===== src/sv/assert_macros.svh =====
// Assertion macros used by the mdm_wheel module.
`ifndef ASSERT_MACROS_SVH
`define ASSERT_MACROS_SVH

// Same-cycle implication, checked on clk, off during rst.
`define ASSERT_IMPLIES(label, ante, cons) \
  label: assert property (@(posedge clk) disable iff (rst) (ante) |-> (cons)) \
    else $error("assertion failed: implication");

// Next-cycle implication, checked on clk, off during rst.
`define ASSERT_NEXT(label, ante, cons) \
  label: assert property (@(posedge clk) disable iff (rst) (ante) |=> (cons)) \
    else $error("assertion failed: next-cycle implication");

`endif


===== src/sv/mdm_pkg.sv =====
// Package for the mecanum drive mixer: widths, register map, reset values, types.
`timescale 1ns / 1ps
package mdm_pkg;

  localparam int VelW   = 16;
  localparam int GeoW   = 16;
  localparam int GainW  = 24;
  localparam int LimitW = 16;
  localparam int PwmW   = 16;
  localparam int TermW  = 19;
  localparam int MagW   = 17;
  localparam int ProdW  = MagW + GainW;
  localparam int AddrW  = 5;
  localparam int DataW  = 32;

  localparam logic [GeoW-1:0]   GeoReset   = 16'd16384;
  localparam logic [GainW-1:0]  GainReset  = 24'd65536;
  localparam logic [LimitW-1:0] LimitReset = 16'd16800;

  typedef enum logic [2:0] {
    REG_GEOMETRY_SUM     = 3'd0,
    REG_GAIN_FRONT_LEFT  = 3'd1,
    REG_GAIN_FRONT_RIGHT = 3'd2,
    REG_GAIN_REAR_LEFT   = 3'd3,
    REG_GAIN_REAR_RIGHT  = 3'd4,
    REG_PWM_LIMIT        = 3'd5
  } reg_index_t;

  typedef struct packed {
    logic en3;
    logic en4;
    logic vld4;
  } stage_ctrl_t;

endpackage


===== src/sv/mdm_wheel.sv =====
// One wheel: gain multiply stage, then shift, clamp and bridge channel split stage.
`timescale 1ns / 1ps
`include "assert_macros.svh"
module mdm_wheel (
  input  logic                          clk,
  input  logic                          rst,
  input  mdm_pkg::stage_ctrl_t          ctrl,
  input  logic [mdm_pkg::MagW-1:0]      mag,
  input  logic                          neg,
  input  logic                          pos_on_b,
  input  logic [mdm_pkg::GainW-1:0]     gain,
  input  logic [mdm_pkg::LimitW-1:0]    limit,
  output logic [mdm_pkg::PwmW-1:0]      chan_a,
  output logic [mdm_pkg::PwmW-1:0]      chan_b
);

  localparam int ScaledW = mdm_pkg::ProdW - 16;

  logic [mdm_pkg::ProdW-1:0]  prod;
  logic                       prod_neg;
  logic [ScaledW-1:0]         scaled;
  logic [mdm_pkg::PwmW-1:0]   pwm;
  logic                       on_b;

  always_ff @(posedge clk) begin
    if (ctrl.en3) begin
      prod     <= mdm_pkg::ProdW'(mag) * mdm_pkg::ProdW'(gain);
      prod_neg <= neg;
    end
  end

  assign scaled = prod[mdm_pkg::ProdW-1:16];
  assign pwm    = (scaled > ScaledW'(limit)) ? limit : scaled[mdm_pkg::PwmW-1:0];
  assign on_b   = prod_neg != pos_on_b;

  always_ff @(posedge clk) begin
    if (ctrl.en4) begin
      chan_a <= on_b ? '0 : pwm;
      chan_b <= on_b ? pwm : '0;
    end
  end

  `ASSERT_IMPLIES(a_one_channel, ctrl.vld4, chan_a == '0 || chan_b == '0)
  `ASSERT_IMPLIES(a_within_limit, ctrl.vld4, chan_a <= limit && chan_b <= limit)
  `ASSERT_NEXT(a_stall_hold, ctrl.vld4 && !ctrl.en4, $stable(chan_a) && $stable(chan_b))

endmodule


===== config.mk =====
export PLATFORM = sky130hd
export DESIGN_NAME = mdm_wheel
export DESIGN_NICKNAME = d
export VERILOG_FILES = /design/src/sv/mdm_pkg.sv /design/src/sv/mdm_wheel.sv
export VERILOG_INCLUDE_DIRS = /design/src /design/src/sv
export SDC_FILE = /design/constraint.sdc
export NUM_CORES = 1
export LEC_CHECK = 0
export BUFFER_PORTS_ARGS = -buffer_cell sky130_fd_sc_hd__buf_4
export CAP_MARGIN = 20
export CORE_MARGIN = 3
export CORE_UTILIZATION = 65
export CTS_BUF_LIST = sky130_fd_sc_hd__clkbuf_8
export CTS_CLUSTER_DIAMETER = 200
export DETAILED_ROUTE_END_ITERATION = 12
export HOLD_SLACK_MARGIN = 0.05
export PLACE_DENSITY = 0.85
export SYNTH_ARGS = -nofsm -noshare
export SYNTH_HDL_FRONTEND = slang
export SYNTH_SLANG_ARGS = --single-unit
export TNS_END_PERCENT = 5

===== constraint.sdc =====
create_clock -name clk -period 17.1 [get_ports clk]
set_input_delay 0.855 -clock clk [delete_from_list [all_inputs] [get_ports clk]]
set_output_delay 0.855 -clock clk [all_outputs]
set_load 0.1 [all_outputs]

==> out/metrics.csv <==
metric;value;unit
die_w;158;µm
critPathKind;input port to register;
synthesis.nets;2137;
ant_nets;0;
syn_area;15100;µm²
yosysSeqAreaShare;11.6;%
htree_levels;3;
wl_per_cell;18.2;µm
synth_edf_count;58;
arrival;6.84;ns
hold_viol;0;
outcome;finished clean;
finalSetupViolCount;0;
relSlewSlack;55.8;%
clk_pin_slew_worst_paths;0.06;ns
num_antenna_cells;0;
cts_made_buffers;9;
yosysUniqueCellTypes;48;
grt_max_degree;33;
postCtsResizedCells;0;
post-route-min-period;6.76;ns
cts-root-buf;clkbuf_8;
cts.sinks;58;
cts_setup_buffers;0;
rsz0062_at_grt;no;
vias;11100;
groute.usage.overall;29.9;%
grt_pass1_vias;12300;
cp_max_fo;24;
final_cell_area;16100;µm²
antenna_found_initial;0;
viasPerCell;5.71;
critPathCaptureType;register;
clkLatencyLatePin;0.33;ns
syn_inst;1617;
maxCapViolations;0;
gp_congestion;0.869;
core;22700;µm²
drive_above_1_share;7.22;%
grt_first_pass_wirelength;58400;µm
place_worst_setup_slack;10.04;ns
start_util;66.3;%
period_share;39.5;%
die-area;25000;µm²
synth.avg_cell_area;9.31;µm²
holdBufCountCts;0;
min_path_type;register to register;
cp_data_required_time;17.18;ns
detailed_place_hpwl;26700;µm
synth-seq-cells;58;
rows;55;
port_buffers;93;
final.setup_skew;0.00541;ns
wirelength;35400;µm
final_max_slew_viol_count;0;
chipHeight;158;µm
setup-tns-final;0;ns
placed_area;15900;µm²
ys_warn_count;0;
cp-start-kind;input port;
firstDrtPassIters;5;
setup_ws;10.34;ns
synth_ff_type;edfxtp_1;
drc;0;
synthArstFlopShare;0;%
clockBufferDepth;2;
grt_overflow;0;
cts_tree;done;
io_pins;96;
area_growth;6.82;%
fmax;148;MHz
drtIter0Drc;848;
nets;2177;
worst_pin_slew;0.661;ns
-- sequential cells by signal, indices dropped and copies added, names as in the netlist --
register / count
chan_b: 16
prod_neg: 1
prod: 25
chan_a: 16
-- critical path, cell delays in order --
cell,delay [ns]
buf_4,0.31
nand2_1,0.14
fa_1,0.52
fa_1,0.58
fa_1,0.45
fa_1,0.55
inv_1,0.05
fa_1,0.48
inv_1,0.05
fa_1,0.50
inv_1,0.05
ha_1,0.31
a21oi_1,0.17
o21ai_0,0.14
a32oi_2,0.35
a21oi_1,0.18
a211o_1,0.35
a31o_2,0.31
a31oi_4,0.21
o21ai_1,0.11
xnor2_1,0.15
-- metrics by stage --
step / cells / hold WS, ns / utilization, %
after floorplan: 1617 / 0.578 / -
after global placement: 1930 / 0.608 / 69.9
after detailed placement: 1931 / 0.618 / 69.9
after CTS: 1947 / 0.637 / 70.8
after global routing: 1947 / 0.673 / 70.8
final: 1947 / 0.631 / 70.8
-- cells in the mapped netlist (3+ instances only) --
master    count  area, µm²
a211oi_1      3       22.5
a21o_1       12       90.1
a21oi_1      28        140
and2_1      149        932
and3_1        3       18.8
clkbuf_1     65        244
edfxtp_1     58       1740
fa_1        327       6550
ha_1        129       1610
inv_1       402       1510
mux2i_1      16        160
nand2_1     275       1030
nand2b_1      4       25.0
nand3_1       6       30.0
nand4_1       6       37.5
nor2_1       43        161
nor2b_1       6       37.5
nor3_1        5       25.0
o21a_1        4       30.0
o21ai_0       6       30.0
o21ai_1       9       45.0
xnor2_1      15        131
xor2_1       11       96.3
-- kinds of logic (layout without fill, tap and decap cells) --
kind of cell / after synthesis / count (layout) / synth area share [%]
simple gates: 508 / 508 / 15.8
buf+inv: 468 / 513 / 11.7
fa+ha+maj: 456 / 456 / 54.2
compound gates: 85 / 85 / 4.11
flops: 58 / 58 / 11.6
xor+xnor: 26 / 26 / 1.51
mux: 16 / 16 / 1.06
-- placed cells by master, fill, tap and decap left out, drive strengths merged, types with 3 or more instances in the layout --
cell / n
a211oi: 3
a21o: 12
a21oi: 30
and2: 149
and3: 3
buf: 95
clkbuf: 9
clkinv: 4
edfxtp: 58
fa: 327
ha: 129
inv: 403
mux2i: 16
nand2: 275
nand2b: 4
nand3: 6
nand4: 6
nor2: 43
nor2b: 6
nor3: 5
o21a: 4
o21ai: 16
xnor2: 15
xor2: 11
-- cell type report --
class,instances,area [µm²]
Tap cell,285,357
Fill cell,1649,6630
Sequential cell,58,1740
Clock buffer,9,124
Multi-Input combinational cell,1091,11500
Clock inverter,7,85.1
Inverter,402,1510
Timing Repair Buffer,95,713
-- metal layers --
layer	GRT usage, %	wire (µm)	up-vias
met2	53.5	18400	517
met3	5.08	2830	141
met1	35.4	12400	5613
met5	0	0	-
met4	13.2	1800	0
li1	-	-	4837
-- worst paths after layout --
path / slack (ns) / from / endpoint / depth (start not counted)
min reg2reg: 0.63 / prod[16]$_DFFE_PP_ / chan_a[0]$_SDFFCE_PP0P_ / 2
min: 0.63 / prod[16]$_DFFE_PP_ / chan_a[0]$_SDFFCE_PP0P_ / 2
max reg2reg: 14.27 / prod[17]$_DFFE_PP_ / chan_a[15]$_SDFFCE_PP0P_ / 10
max: 10.34 / mag[2] / prod[40]$_DFFE_PP_ / 21
Power is left out: the tool's default activity adds up to more than one toggle a clock period on the data nets, which glitch-free logic cannot reach.
